==> src/hdl/sdu_pkg.sv <==
// ----------------------------------------------------------------------------
// sdu_pkg
// shared types, codes and character tables of the data unstuffer
// ----------------------------------------------------------------------------
package sdu_pkg;

  localparam int QUEUE_DEPTH = 4;

  localparam logic [7:0] CH_LF  = 8'h0a;
  localparam logic [7:0] CH_CR  = 8'h0d;
  localparam logic [7:0] CH_DOT = 8'h2e;

  localparam logic [31:0] SIZE_LIMIT_RESET = 32'd0;
  localparam logic [31:0] SIZE_LIMIT_ALL   = 32'hffff_ffff;
  localparam logic [31:0] SIZE_LIMIT_CAP   = 32'hffff_fffe;
  localparam logic [7:0]  MAX_HOPS_RESET   = 8'd100;

  // header match columns
  localparam logic [3:0] COL_STOP     = 4'd9;
  localparam logic [3:0] COL_DELIV_LAST = 4'd8;
  localparam logic [3:0] COL_RECV_LAST  = 4'd7;
  localparam logic [3:0] COL_CRLF_LEN   = 4'd2;
  localparam logic [3:0] COL_CRLF_LAST  = 4'd1;

  // match flag bits
  localparam int MF_RECV  = 0;
  localparam int MF_CRLF  = 1;
  localparam int MF_DELIV = 2;

  typedef enum logic [0:0] {
    CFG_SIZE_LIMIT = 1'b0,
    CFG_MAX_HOPS   = 1'b1
  } cfg_index_t;

  typedef enum logic [1:0] {
    ST_OK      = 2'd0,
    ST_HOPS    = 2'd1,
    ST_SIZE    = 2'd2,
    ST_NEWLINE = 2'd3
  } status_t;

  typedef enum logic [2:0] {
    FS_MID        = 3'd0,
    FS_LINE_START = 3'd1,
    FS_DOT        = 3'd2,
    FS_DOT_CR     = 3'd3,
    FS_CR_HELD    = 3'd4
  } frame_state_t;

  // one accepted byte worth of results, handed from front to back
  typedef struct packed {
    logic [1:0]      num;         // results in this job, 1 to 3
    logic            close;       // single closing result
    status_t         status;
    logic [2:0][7:0] bytes;       // byte results, slot 0 first
    logic [7:0]      hops;
    logic [31:0]     base_count;  // byte count before this job
  } job_t;

  // lower-case letters, compared with bit 5 forced
  function automatic logic [7:0] deliv_char(input logic [3:0] col);
    logic [7:0] c;
    case (col)
      4'd0: c = 8'h64;  // d
      4'd1: c = 8'h65;  // e
      4'd2: c = 8'h6c;  // l
      4'd3: c = 8'h69;  // i
      4'd4: c = 8'h76;  // v
      4'd5: c = 8'h65;  // e
      4'd6: c = 8'h72;  // r
      4'd7: c = 8'h65;  // e
      4'd8: c = 8'h64;  // d
      default: c = 8'h00;
    endcase
    return c;
  endfunction

  function automatic logic [7:0] recv_char(input logic [3:0] col);
    logic [7:0] c;
    case (col)
      4'd0: c = 8'h72;  // r
      4'd1: c = 8'h65;  // e
      4'd2: c = 8'h63;  // c
      4'd3: c = 8'h65;  // e
      4'd4: c = 8'h69;  // i
      4'd5: c = 8'h76;  // v
      4'd6: c = 8'h65;  // e
      4'd7: c = 8'h64;  // d
      default: c = 8'h00;
    endcase
    return c;
  endfunction

  function automatic logic [31:0] sat_inc32(input logic [31:0] v);
    logic [31:0] r;
    if (v == 32'hffff_ffff) begin
      r = v;
    end else begin
      r = v + 32'd1;
    end
    return r;
  endfunction

endpackage

==> src/hdl/sdu_front.sv <==
// ----------------------------------------------------------------------------
// sdu_front
// accepts raw bytes, tracks framing and header lines, builds result jobs
// ----------------------------------------------------------------------------
module sdu_front (
  input  logic                clk,
  input  logic                rst,
  input  logic                in_valid,
  input  logic [7:0]          data_byte,
  input  logic                queue_full,
  input  logic [31:0]         size_limit,
  input  logic [7:0]          max_hops,
  output logic                in_stall,
  output logic                push,
  output sdu_pkg::job_t       job
);

  sdu_pkg::frame_state_t frame_state, frame_state_next;
  logic                  in_header;
  logic [3:0]            line_column;
  logic [2:0]            match_flags;
  logic [7:0]            hop_counter;
  logic [31:0]           emitted_count;

  logic                  hdr_step;
  logic [3:0]            col_step;
  logic [2:0]            mf_step;
  logic [7:0]            hop_step;

  logic                  accept;
  logic [1:0]            nb;
  logic                  close;
  sdu_pkg::status_t      st;
  logic [2:0][7:0]       bytes;
  sdu_pkg::status_t      term_status;
  logic [32:0]           count_sum;

  assign in_stall = queue_full;
  assign accept   = in_valid && !queue_full;

  // header line matcher
  always_comb begin
    hdr_step = in_header;
    col_step = line_column;
    mf_step  = match_flags;
    hop_step = hop_counter;
    if (in_header) begin
      if (line_column < sdu_pkg::COL_STOP) begin
        if ((data_byte | 8'h20) != sdu_pkg::deliv_char(line_column)) begin
          mf_step[sdu_pkg::MF_DELIV] = 1'b0;
        end
        if (line_column < sdu_pkg::COL_DELIV_LAST) begin
          if ((data_byte | 8'h20) != sdu_pkg::recv_char(line_column)) begin
            mf_step[sdu_pkg::MF_RECV] = 1'b0;
          end
        end
        if ((mf_step[sdu_pkg::MF_DELIV] && line_column == sdu_pkg::COL_DELIV_LAST) ||
            (mf_step[sdu_pkg::MF_RECV] && line_column == sdu_pkg::COL_RECV_LAST)) begin
          if (hop_counter != 8'hff) begin
            hop_step = hop_counter + 8'd1;
          end
        end
        if (line_column < sdu_pkg::COL_CRLF_LEN) begin
          if (data_byte != ((line_column == 4'd0) ? sdu_pkg::CH_CR : sdu_pkg::CH_LF)) begin
            mf_step[sdu_pkg::MF_CRLF] = 1'b0;
          end
          if (mf_step[sdu_pkg::MF_CRLF] && line_column == sdu_pkg::COL_CRLF_LAST) begin
            hdr_step = 1'b0;
          end
        end
        col_step = line_column + 4'd1;
      end
      if (data_byte == sdu_pkg::CH_LF) begin
        col_step = 4'd0;
        mf_step  = 3'b111;
      end
    end
  end

  // terminator status, hops first
  always_comb begin
    if (hop_step >= max_hops) begin
      term_status = sdu_pkg::ST_HOPS;
    end else if (size_limit != 32'd0 && emitted_count > size_limit) begin
      term_status = sdu_pkg::ST_SIZE;
    end else begin
      term_status = sdu_pkg::ST_OK;
    end
  end

  // next frame state
  always_comb begin
    frame_state_next = sdu_pkg::FS_MID;
    if (data_byte == sdu_pkg::CH_LF) begin
      frame_state_next = sdu_pkg::FS_LINE_START;
    end else begin
      case (frame_state)
        sdu_pkg::FS_LINE_START: begin
          if (data_byte == sdu_pkg::CH_DOT) begin
            frame_state_next = sdu_pkg::FS_DOT;
          end else if (data_byte == sdu_pkg::CH_CR) begin
            frame_state_next = sdu_pkg::FS_CR_HELD;
          end
        end
        sdu_pkg::FS_DOT: begin
          if (data_byte == sdu_pkg::CH_CR) begin
            frame_state_next = sdu_pkg::FS_DOT_CR;
          end
        end
        default: begin
          if (data_byte == sdu_pkg::CH_CR) begin
            frame_state_next = sdu_pkg::FS_CR_HELD;
          end
        end
      endcase
    end
  end

  // results caused by this byte
  always_comb begin
    nb    = 2'd0;
    close = 1'b0;
    st    = sdu_pkg::ST_OK;
    bytes = '0;
    case (frame_state)
      sdu_pkg::FS_LINE_START: begin
        if (data_byte == sdu_pkg::CH_LF) begin
          close = 1'b1;
          st    = sdu_pkg::ST_NEWLINE;
        end else if (data_byte != sdu_pkg::CH_DOT && data_byte != sdu_pkg::CH_CR) begin
          bytes[0] = data_byte;
          nb       = 2'd1;
        end
      end
      sdu_pkg::FS_DOT_CR: begin
        if (data_byte == sdu_pkg::CH_LF) begin
          close = 1'b1;
          st    = term_status;
        end else begin
          bytes[0] = sdu_pkg::CH_DOT;
          bytes[1] = sdu_pkg::CH_CR;
          if (data_byte == sdu_pkg::CH_CR) begin
            nb = 2'd2;
          end else begin
            bytes[2] = data_byte;
            nb       = 2'd3;
          end
        end
      end
      sdu_pkg::FS_CR_HELD: begin
        if (data_byte == sdu_pkg::CH_LF || data_byte == sdu_pkg::CH_CR) begin
          bytes[0] = data_byte;
          nb       = 2'd1;
        end else begin
          bytes[0] = sdu_pkg::CH_CR;
          bytes[1] = data_byte;
          nb       = 2'd2;
        end
      end
      default: begin
        // mid-line and dot at line start behave alike here
        if (data_byte == sdu_pkg::CH_LF) begin
          close = 1'b1;
          st    = sdu_pkg::ST_NEWLINE;
        end else if (data_byte != sdu_pkg::CH_CR) begin
          bytes[0] = data_byte;
          nb       = 2'd1;
        end
      end
    endcase
  end

  assign count_sum = {1'b0, emitted_count} + {31'd0, nb};

  assign push           = accept && (close || nb != 2'd0);
  assign job.num        = close ? 2'd1 : nb;
  assign job.close      = close;
  assign job.status     = st;
  assign job.bytes      = bytes;
  assign job.hops       = hop_step;
  assign job.base_count = emitted_count;

  always_ff @(posedge clk) begin
    if (rst) begin
      frame_state   <= sdu_pkg::FS_LINE_START;
      in_header     <= 1'b1;
      line_column   <= 4'd0;
      match_flags   <= 3'b111;
      hop_counter   <= 8'd0;
      emitted_count <= 32'd0;
    end else if (accept) begin
      if (close) begin
        frame_state   <= sdu_pkg::FS_LINE_START;
        in_header     <= 1'b1;
        line_column   <= 4'd0;
        match_flags   <= 3'b111;
        hop_counter   <= 8'd0;
        emitted_count <= 32'd0;
      end else begin
        frame_state   <= frame_state_next;
        in_header     <= hdr_step;
        line_column   <= col_step;
        match_flags   <= mf_step;
        hop_counter   <= hop_step;
        emitted_count <= count_sum[32] ? 32'hffff_ffff : count_sum[31:0];
      end
    end
  end

endmodule

==> src/hdl/sdu_queue.sv <==
// ----------------------------------------------------------------------------
// sdu_queue
// short job queue between front and back
// ----------------------------------------------------------------------------
module sdu_queue #(
  parameter int DEPTH = sdu_pkg::QUEUE_DEPTH
) (
  input  logic          clk,
  input  logic          rst,
  input  logic          push,
  input  sdu_pkg::job_t job_in,
  input  logic          pop,
  output sdu_pkg::job_t head,
  output logic          head_valid,
  output logic          full
);

  localparam int PTR_W = (DEPTH > 1) ? $clog2(DEPTH) : 1;
  localparam int CNT_W = $clog2(DEPTH + 1);
  localparam logic [PTR_W-1:0] PTR_LAST = PTR_W'(DEPTH - 1);
  localparam logic [CNT_W-1:0] CNT_FULL = CNT_W'(DEPTH);

  sdu_pkg::job_t    slots [DEPTH];
  logic [PTR_W-1:0] wr_ptr;
  logic [PTR_W-1:0] rd_ptr;
  logic [CNT_W-1:0] fill;

  assign head       = slots[rd_ptr];
  assign head_valid = (fill != '0);
  assign full       = (fill == CNT_FULL);

  always_ff @(posedge clk) begin
    if (push) begin
      slots[wr_ptr] <= job_in;
    end
  end

  always_ff @(posedge clk) begin
    if (rst) begin
      wr_ptr <= '0;
      rd_ptr <= '0;
      fill   <= '0;
    end else begin
      if (push) begin
        wr_ptr <= (wr_ptr == PTR_LAST) ? '0 : wr_ptr + PTR_W'(1);
      end
      if (pop) begin
        rd_ptr <= (rd_ptr == PTR_LAST) ? '0 : rd_ptr + PTR_W'(1);
      end
      if (push && !pop) begin
        fill <= fill + CNT_W'(1);
      end else if (pop && !push) begin
        fill <= fill - CNT_W'(1);
      end
    end
  end

endmodule

==> src/hdl/sdu_back.sv <==
// ----------------------------------------------------------------------------
// sdu_back
// expands queued jobs into one result beat per cycle while out_stall is low, output register
// ----------------------------------------------------------------------------
module sdu_back (
  input  logic          clk,
  input  logic          rst,
  input  sdu_pkg::job_t head,
  input  logic          head_valid,
  output logic          pop,
  output logic          out_valid,
  input  logic          out_stall,
  output logic [7:0]    out_byte,
  output logic          byte_valid,
  output logic          last,
  output logic          message_end,
  output logic [1:0]    status,
  output logic [7:0]    hop_count,
  output logic [31:0]   byte_count
);

  logic [1:0]  slot;
  logic [31:0] run_count;
  logic [31:0] cur_count;
  logic [31:0] res_count;
  logic        load;
  logic        is_last;

  assign load      = head_valid && (!out_valid || !out_stall);
  assign is_last   = (slot == head.num - 2'd1);
  assign pop       = load && is_last;
  assign cur_count = (slot == 2'd0) ? head.base_count : run_count;
  assign res_count = head.close ? cur_count : sdu_pkg::sat_inc32(cur_count);

  always_ff @(posedge clk) begin
    if (rst) begin
      out_valid <= 1'b0;
      slot      <= 2'd0;
    end else begin
      if (load) begin
        out_valid <= 1'b1;
        slot      <= is_last ? 2'd0 : slot + 2'd1;
      end else if (!out_stall) begin
        out_valid <= 1'b0;
      end
    end
  end

  always_ff @(posedge clk) begin
    if (load) begin
      out_byte    <= head.close ? 8'd0 : head.bytes[slot];
      byte_valid  <= !head.close;
      last        <= is_last;
      message_end <= head.close;
      status      <= head.close ? head.status : sdu_pkg::ST_OK;
      hop_count   <= head.hops;
      byte_count  <= res_count;
      run_count   <= res_count;
    end
  end

endmodule

==> src/hdl/smtp_data_unstuffer.sv <==
// path: an accepted byte's job is written into the job queue, and its first result is then
// loaded from the queue head into the output register
// throughput: one byte accepted per cycle while the job queue has room
// output: one result beat per cycle while not stalled; a dot line that does not end takes up to 3 beats
// reset: framing, header tracking, counters, queue and output valid clear at once
// reset: size_limit goes to 0 (no limit), max_hops to 100
// ----------------------------------------------------------------------------
// smtp_data_unstuffer
// removes dot-stuffing from a mail data stream, folds CR LF to LF, finds the
// end-of-data line, counts hop header lines and reports a closing status
// ----------------------------------------------------------------------------
module smtp_data_unstuffer #(
  parameter int QUEUE_DEPTH = sdu_pkg::QUEUE_DEPTH
) (
  input  logic        clk,
  input  logic        rst,
  // configuration writes
  input  logic        cfg_we,
  input  logic        cfg_index,
  input  logic [31:0] cfg_data,
  // raw byte channel
  input  logic        in_valid,
  output logic        in_stall,
  input  logic [7:0]  data_byte,
  // result channel
  output logic        out_valid,
  input  logic        out_stall,
  output logic [7:0]  out_byte,
  output logic        byte_valid,
  output logic        last,
  output logic        message_end,
  output logic [1:0]  status,
  output logic [7:0]  hop_count,
  output logic [31:0] byte_count
);

  // policy registers, kept across messages
  logic [31:0]   size_limit;
  logic [7:0]    max_hops;

  // front to queue
  logic          push;
  sdu_pkg::job_t job;
  logic          queue_full;

  // queue to back
  sdu_pkg::job_t head;
  logic          head_valid;
  logic          pop;

  // config port: all ones in size_limit would never trip, store one below
  always_ff @(posedge clk) begin
    if (rst) begin
      size_limit <= sdu_pkg::SIZE_LIMIT_RESET;
      max_hops   <= sdu_pkg::MAX_HOPS_RESET;
    end else if (cfg_we) begin
      case (sdu_pkg::cfg_index_t'(cfg_index))
        sdu_pkg::CFG_SIZE_LIMIT: begin
          size_limit <= (cfg_data == sdu_pkg::SIZE_LIMIT_ALL) ?
                        sdu_pkg::SIZE_LIMIT_CAP : cfg_data;
        end
        sdu_pkg::CFG_MAX_HOPS: begin
          max_hops <= cfg_data[7:0];
        end
        default: begin
        end
      endcase
    end
  end

  // front: one byte per cycle while the queue has room, framing and header state, builds a job
  // of zero to three results; zero-result bytes never enter the queue
  sdu_front u_front (
    .clk        (clk),
    .rst        (rst),
    .in_valid   (in_valid),
    .data_byte  (data_byte),
    .queue_full (queue_full),
    .size_limit (size_limit),
    .max_hops   (max_hops),
    .in_stall   (in_stall),
    .push       (push),
    .job        (job)
  );

  // short queue so the front keeps taking bytes while the back drains a burst
  sdu_queue #(
    .DEPTH (QUEUE_DEPTH)
  ) u_queue (
    .clk        (clk),
    .rst        (rst),
    .push       (push),
    .job_in     (job),
    .pop        (pop),
    .head       (head),
    .head_valid (head_valid),
    .full       (queue_full)
  );

  // back: walks a job's results one beat at a time into the output register,
  // keeps the running byte count within the job
  sdu_back u_back (
    .clk         (clk),
    .rst         (rst),
    .head        (head),
    .head_valid  (head_valid),
    .pop         (pop),
    .out_valid   (out_valid),
    .out_stall   (out_stall),
    .out_byte    (out_byte),
    .byte_valid  (byte_valid),
    .last        (last),
    .message_end (message_end),
    .status      (status),
    .hop_count   (hop_count),
    .byte_count  (byte_count)
  );

endmodule

==> config.mk <==
export PLATFORM = sky130hd
export DESIGN_NAME = smtp_data_unstuffer
export DESIGN_NICKNAME = d
export VERILOG_FILES = /design/src/hdl/sdu_pkg.sv /design/src/hdl/sdu_front.sv /design/src/hdl/sdu_queue.sv /design/src/hdl/sdu_back.sv /design/src/hdl/smtp_data_unstuffer.sv
export SDC_FILE = /design/constraint.sdc
export NUM_CORES = 1
export LEC_CHECK = 0
export BUFFER_PORTS_ARGS = -buffer_cell sky130_fd_sc_hd__buf_2
export CORE_UTILIZATION = 60
export CTS_CLUSTER_DIAMETER = 60
export DETAILED_ROUTE_END_ITERATION = 10
export GPL_TIMING_DRIVEN = 0
export PLACE_DENSITY = 0.78
export SLEW_MARGIN = 20
export SYNTH_ARGS = -nofsm -noshare
export SYNTH_HDL_FRONTEND = slang
export SYNTH_SLANG_ARGS = --single-unit
==> constraint.sdc <==
create_clock -name clk -period 9.6 [get_ports clk]
set_input_delay 1.92 -clock clk [delete_from_list [all_inputs] [get_ports clk]]
set_output_delay 1.92 -clock clk [all_outputs]
set_load 0.01 [all_outputs]
# Word-level counts from Yosys, hierarchy flattened
# Memory sizes are Yosys's and may differ from the RTL's. A register that Yosys moved wholly into a read port is not among the register bits.
# Index checks and enable logic that the tools add are counted.
[word_totals]
latch_bits = 0
out_inout_bits = 55
word_cells = 191
memories = 3
ramBits = 276
romBits = 152
register_bits = 154
[classes]
div = 0
n_bitwise = 1
reduce_logical = 34
magnitude_cmp = 6
n_mux = 93
eq_ne = 23
add_sub_neg = 10
shift = 0
mul = 0
[mem_list]
columns = ["memory", "depth", "word_bits", "read_ports", "rd_ports_with_merged_regs", "write_ports", "line", "text"]
rows = [
  ["u_queue.slots", 4, 69, 1, 1, 1, "sdu_queue.sv:23", "sdu_pkg::job_t slots [DEPTH];"],
  ["(no name shown)", 16, 7, 1, 1, 0, "sdu_pkg.sv:63", "case (col)"],
  ["(no name shown)", 8, 5, 1, 1, 0, "sdu_pkg.sv:80", "case (col)"],
]
[ops]
columns = ["operator", "n"]
rows = [
  ["$mux W32", 6],
  ["$mux W8", 20],
  ["$eq A32 B32 Y1 const B", 2],
  ["$mux W3", 13],
  ["$add A32 B2 Y33", 1],
  ["$add A32 B1 Y32 const B", 1],
  ["$gt A32 B32 Y1", 1],
  ["$reduce_bool A32 Y1", 1],
  ["$mux W2", 15],
  ["$mux W1", 26],
  ["$mux W24", 1],
  ["$mux W4", 6],
  ["$ne A8 B8 Y1", 3],
  ["$pmux W8 S3", 1],
  ["$bmux W8 S2", 1],
  ["$eq A8 B4 Y1 const B", 2],
  ["$pmux W8 S2", 1],
  ["$logic_and A1 B1 Y1", 11],
  ["$reduce_bool A3 Y1", 3],
  ["$add A8 B1 Y8 const B", 1],
  ["$eq A8 B6 Y1 const B", 1],
  ["$ge A8 B8 Y1", 1],
  ["$lt A4 B4 Y1 const B", 2],
  ["$ne A8 B4 Y1 const B", 1],
  ["30 further kinds", 46],
]

# Logic depth before layout (Yosys ltp)
[depth]
ltp_word = 18
mapped_depth = 19
ltp_nobuf = 16

# Modules after synthesis
# From an unflattened synthesis, not the netlist that was laid out.
[unflattened]
hier_cells = 1611
area_unflattened_um2 = 20563.5
[by_module_without_submodules]
columns = ["module", "instances", "area_per_inst_um2", "cells_each"]
rows = [
  ["sdu_queue", 1, 10406.2, 405],
  ["sdu_front", 1, 5246.3, 692],
  ["sdu_back", 1, 3452.1, 328],
  ["smtp_data_unstuffer", 1, 1458.9, 186],
]

# Worst setup path before layout
# No wires, ideal clock.
[synth_path]
kind = "input to register"
start = "in data_byte[0]"
end = "mem u_queue.slots[0][0] (netlist name) (enable)"
setup_time_ps = 435
required_ps = 9165
path_slack_ps = 3652
n_path_buf = 3
arrival_time_ps = 5514
cell_stages = 8
path_cell_list = "clkbuf_1 or3b_2 or3_1 buf_2 or2_1 buf_6 a31oi_1 and2_1"
[synth_via]
elab_chain_cells = 10
[synth_lines]
columns = ["item", "line", "text"]
rows = [
  ["start: declaration", "smtp_data_unstuffer.sv:24", "input logic [7:0] data_byte,"],
  ["$ne A8 B6 Y1 / $ne A8 B4 Y1 (equally long branches)", "sdu_front.sv:130, sdu_front.sv:165", ""],
  ["$logic_and A1 B1 Y1", "sdu_front.sv:130", "end else if (data_byte != sdu_pkg::CH_DOT && data_byte != sdu_pkg::CH_CR) begin"],
  ["$mux W1", "sdu_front.sv:130", ""],
  ["$mux W2", "sdu_front.sv:127", "if (data_byte == sdu_pkg::CH_LF) begin"],
  ["$pmux W2 S3", "sdu_front.sv:125", "case (frame_state)"],
  ["$reduce_bool A2 Y1", "sdu_front.sv:175", "assign push = accept && (close || nb != 2'd0);"],
  ["$logic_or A1 B1 Y1 (*)", "sdu_front.sv:175", ""],
  ["$logic_and A1 B1 Y1 (*)", "sdu_front.sv:175", ""],
  ["via push", "smtp_data_unstuffer.sv:42", "logic push;"],
  ["$mux W1 (*)", "sdu_queue.sv:33", "if (push) begin"],
  ["$mux W1 (not written as such) (*)", "sdu_queue.sv:34", "slots[wr_ptr] <= job_in;"],
  ["end: declaration", "sdu_queue.sv:23", ""],
]
# The timed path passes the listed nets; every way through them passes the cells marked *.

# Worst setup path in the final report
[layout_path]
start = "in data_byte[4]"
end = "reg u_front.emitted_count[26]"
[layout_via]
elab_chain_cells = 8
[layout_lines]
columns = ["item", "line", "text"]
rows = [
  ["$ne A8 B6 Y1 / $ne A8 B4 Y1 (equally long branches)", "sdu_front.sv:130, sdu_front.sv:165", ""],
  ["$logic_and A1 B1 Y1", "sdu_front.sv:130", ""],
  ["$mux W1", "sdu_front.sv:130", ""],
  ["$mux W2", "sdu_front.sv:127", ""],
  ["$pmux W2 S3", "sdu_front.sv:125", ""],
  ["$add A32 B2 Y33", "sdu_front.sv:173", "assign count_sum = {1'b0, emitted_count} + {31'd0, nb};"],
  ["$mux W32", "sdu_front.sv:205", "emitted_count <= count_sum[32] ? 32'hffff_ffff : count_sum[31:0];"],
  ["$mux W32 (*)", "sdu_front.sv:192", "if (close) begin"],
  ["end signal: assignment", "sdu_front.sv:205", ""],
  ["end: declaration", "sdu_front.sv:23", "logic [31:0] emitted_count;"],
]
# Every way passes the cells marked *; elsewhere a longest branch is shown, timed or not.
# A chain may end at the register's enable or synchronous reset.

==> results_tabular.tex <==
\begin{tabular}{lr}
\hline
Metric & Value \\
\hline
\multicolumn{2}{l}{\textbf{Synthesis}} \\
Synth Area per Inst & 12.8 um\^{}2 \\
Leading post-synthesis cells by cell area & sky130\_fd\_sc\_hd\_\_edfxtp\_1 (50\%), sky130\_fd\_sc\_hd\_\_dfxtp\_1 (11\%), sky130\_fd\_sc\_hd\_\_mux4\_2 (7.8\%) \\
Portion of netlist area occupied by mux cells & 9.67\% \\
Main synth FF type & sky130\_fd\_sc\_hd\_\_edfxtp\_1 \\
Arithmetic-cell share of the synthesized area counting full adders, half adders and majority gates & 3.60\% \\
Async S/R FF share, synth & 0\% \\
Post-synthesis sequential element count & 442 \\
Gate count of the mapped netlist & 1,556 \\
Dominant combinational cell family by area after synthesis & simple AND/OR/NAND/NOR gates \\
Share of synthesized cell area in and, or, nand and nor gates & 12.2\% \\
Cell taking the most area after synthesis & sky130\_fd\_sc\_hd\_\_edfxtp\_1 \\
Leading cell types by count after synthesis & sky130\_fd\_sc\_hd\_\_edfxtp\_1 (329), sky130\_fd\_sc\_hd\_\_nand2\_1 (181), sky130\_fd\_sc\_hd\_\_a21oi\_1 (122) \\
Post-synthesis instance area & 0.0199 mm\^{}2 \\
Number of warnings issued by yosys & 0 \\
XOR/XNOR Fraction of Synth Area & 2.43\% \\
Cell with the most instances after synthesis & sky130\_fd\_sc\_hd\_\_edfxtp\_1 \\
Post-synthesis cell type count & 70 \\
Synth Area in Compound Gates & 8.19\% \\
Number of enable flip-flop cells after synthesis & 329 \\
Sequential-to-total area share from yosys stat & 61.1\% \\
Syn\_nets & 1,658 \\
Area share of the largest cell type after synthesis & 49.7\% \\
\multicolumn{2}{l}{\textbf{Route}} \\
Count of vias placed by the detailed router & 13,600 \\
Number of design-rule violations left by the first detailed-router iteration & 1,302 \\
Number of detailed-route iterations in the first pass & 6 \\
Total routed wirelength & 47.2 mm \\
Vias per cell & 6.22 \\
Per-cell routed wire length & 21.6 um \\
Number of DRC violations after detailed routing & 0 \\
ANT nets after route & 0 \\
\multicolumn{2}{l}{\textbf{Clock tree}} \\
Total setup buffers inserted after CTS & 0 \\
CTS Sinks & 442 \\
Number of gates given a new drive strength after cts & 0 \\
Root buffer cell & sky130\_fd\_sc\_hd\_\_clkbuf\_16 \\
Total of hold buffers inserted after clock tree synthesis & 0 \\
Clock tree from TritonCTS & yes \\
Latest clock arrival within the worst-skew pair & 560 ps \\
Number of buffers added by the clock tree synthesis step & 47 \\
H-tree level count & 2 \\
Number of buffers between clock root and the deepest sink & 3 \\
Clk pin slew, worst setup/hold paths & 50 ps \\
\multicolumn{2}{l}{\textbf{Critical path}} \\
CP startpoint & data\_byte[4] \\
Endpoint type of the worst setup path & register \\
Required time of the critical path & 10,060 ps \\
Kind of critical path & input port to register \\
Worst reg2reg startpoint & u\_back.slot[1]\$\_SDFFE\_PP0P\_ \\
Element type at the critical path start & input port \\
Arr. time, crit path & 6800 ps \\
Worst-path maximum fanout & 9 \\
\multicolumn{2}{l}{\textbf{STA}} \\
Minimum period implied by the final worst setup slack & 6350 ps \\
Worst rel slew slack & 21.0\% \\
Period utilisation layout & 66.1\% \\
Total setup violations reported at the end of the flow & 0 \\
Highest Clock Rate & 0.158 GHz \\
Least-Margin Pin Slew & 1170 ps \\
Worst clock skew & 23.4 ps \\
Unrepaired setup endpoints after global routing & false \\
Post-route setup TNS & 0 ps \\
Final hold viol count & 0 \\
Final-report max-slew violation count & 0 \\
Final-layout worst hold slack & 463 ps \\
\multicolumn{2}{l}{\textbf{Layout}} \\
Area Growth Syn to Fin & 13.9\% \\
Share of layout cells above drive strength 1 & 16.1\% \\
Number of diodes & 0 \\
Final nets & 1,808 \\
\multicolumn{2}{l}{\textbf{Placement}} \\
Routability congestion estimate & 0.954 \\
Count of input and output buffers & 96 \\
Post-DP HPWL & 32.0 mm \\
\multicolumn{2}{l}{\textbf{Global routing}} \\
Largest net degree at the start of global routing & 46 \\
Initial antenna violation count & 0 \\
First-pass GRT wire length & 73.3 mm \\
GRT Resource Usage Total & 28.5\% \\
Remaining global-route overflow & 0 \\
Vias in the first global route & 13,300 \\
\multicolumn{2}{l}{\textbf{Power and ir drop}} \\
VDD IR max & 204 uV \\
Leak & 0.00804 uW \\
Power per cell area & 267 mW/mm\^{}2 \\
\multicolumn{2}{l}{\textbf{Job}} \\
Count of maximum capacitance violations & 0 \\
\multicolumn{2}{l}{\textbf{Floorplanning}} \\
Horizontal die dimension & 184 um \\
Core outline area & 0.0325 mm\^{}2 \\
Die extent in y & 184 um \\
Row count & 66 \\
Number of placed I/O pins & 101 \\
Effective utilization at floorplan & 61.1\% \\
Area enclosed by the die boundary & 0.0338 mm\^{}2 \\
\multicolumn{2}{l}{\textbf{Min path}} \\
Origin of the worst min-delay path & max\_hops[4]\$\_SDFFE\_PP0P\_ \\
Worst hold-check path type & register to register \\
\multicolumn{2}{l}{\textbf{Status}} \\
Run status & finished, final reports clean \\
\hline
\end{tabular}
[power breakdown]
part | switching (uW) | total [uW] | leakage (uW) | internal [uW]
Combinational | 957 | 1610 | 0.00325 | 656
Sequential | 139 | 2570 | 0.00400 | 2430
Clock | 729 | 1860 | 0.000783 | 1130
[cells by family after synthesis]
logic type / count (synthesis)
and+or+nand+nor: 494
DFF: 442
AOI/OAI and AO/OA: 268
buffers and inverters: 136
muxes: 105
adders and majority gates: 56
xor gates and xnor gates: 55
[final timing paths]
path                                                 end  slack (ps)  cells past startpoint
setup / recovery  u_front.emitted_count[26]$_SDFFE_PP0P_        3250                     18
hold / removal                  max_hops[4]$_SDFFE_PP0P_         460                      2
setup reg to reg         u_back.byte_count[17]$_DFFE_PP_        3610                     15
hold reg to reg                 max_hops[4]$_SDFFE_PP0P_         460                      2
[cell usage in the layout (no fill, tap or decap), types with 36 or more instances in the layout]
cell type | Yosys | routed
sky130_fd_sc_hd__edfxtp_1 | 329 | 329
sky130_fd_sc_hd__nand2_1 | 181 | 181
sky130_fd_sc_hd__a21oi_1 | 122 | 122
sky130_fd_sc_hd__dfxtp_1 | 113 | 113
sky130_fd_sc_hd__buf_2 | 5 | 101
sky130_fd_sc_hd__nor2_1 | 85 | 85
sky130_fd_sc_hd__mux4_2 | 69 | 69
sky130_fd_sc_hd__clkbuf_1 | 49 | 58
sky130_fd_sc_hd__inv_1 | 59 | 58
sky130_fd_sc_hd__ha_1 | 54 | 54
sky130_fd_sc_hd__clkbuf_16 | 0 | 47
sky130_fd_sc_hd__nand4_1 | 37 | 37
sky130_fd_sc_hd__o21ai_0 | 36 | 36
[critical path, stage by stage]
cell                       delay, ps
sky130_fd_sc_hd__buf_2           160
sky130_fd_sc_hd__or4b_4          590
sky130_fd_sc_hd__nor2_1          210
sky130_fd_sc_hd__nand2_1         250
sky130_fd_sc_hd__and2_0          230
sky130_fd_sc_hd__clkbuf_1        160
sky130_fd_sc_hd__a211o_1         320
sky130_fd_sc_hd__inv_1            80
sky130_fd_sc_hd__ha_1            150
sky130_fd_sc_hd__inv_1            50
sky130_fd_sc_hd__fa_1            440
sky130_fd_sc_hd__nand3b_1        310
sky130_fd_sc_hd__or4_1           660
sky130_fd_sc_hd__or2_2           350
sky130_fd_sc_hd__nor2_1          430
sky130_fd_sc_hd__or3b_2          210
sky130_fd_sc_hd__a21oi_1          60
sky130_fd_sc_hd__nor3_1          200
[sequential cells by signal (all words and copies together), names as in the netlist, named ones only]
| register | cells |
|---|---|
| u_back.hop_count | 8 |
| u_back.byte_valid | 1 |
| u_back.message_end | 1 |
| u_queue.slots | 276 |
| size_limit | 32 |
| u_queue.fill | 3 |
| u_front.in_header | 1 |
| u_front.frame_state | 3 |
| u_front.emitted_count | 32 |
| u_back.status | 2 |
| u_front.match_flags | 3 |
| max_hops | 8 |
| u_back.last | 1 |
| u_back.out_valid | 1 |
| u_front.line_column | 4 |
| u_front.hop_counter | 8 |
| u_back.out_byte | 8 |
| u_back.slot | 2 |
| u_back.byte_count | 32 |
| u_queue.wr_ptr | 2 |
| u_queue.rd_ptr | 2 |
[per-stage QoR]
step	total power, uW	instances	util, %	worst slack, ps	instance area [um^2]
2_1_floorplan	3680	1556	-	3650	19900
3_3_place_gp	4150	2094	64.2	2010	20900
3_5_place_dp	4200	2099	64.6	2890	21000
4_1_cts	6070	2185	69.5	3400	22600
5_1_grt	6310	2185	69.5	3080	22600
6_report	6050	2185	69.5	3250	22600
[final cells by class]
| cell class | instances | area [um^2] |
|---|---|---|
| inverters | 61 | 236 |
| plain buffers | 75 | 314 |
| multi-input cells | 978 | 7180 |
| repair buffers | 101 | 588 |
| well taps | 442 | 553 |
| flip-flops and latches | 442 | 12100 |
| clock buffers | 61 | 1280 |
| fillers | 2281 | 9920 |
| clock inverters | 25 | 324 |
[layer usage]
layer	GRT usage, %	share of wire [%]
met1	37.7	40
met2	47.5	49
met3	5.07	8.5
met4	10.3	2.8
met5	0	0
(Power assumes the default switching activity.)
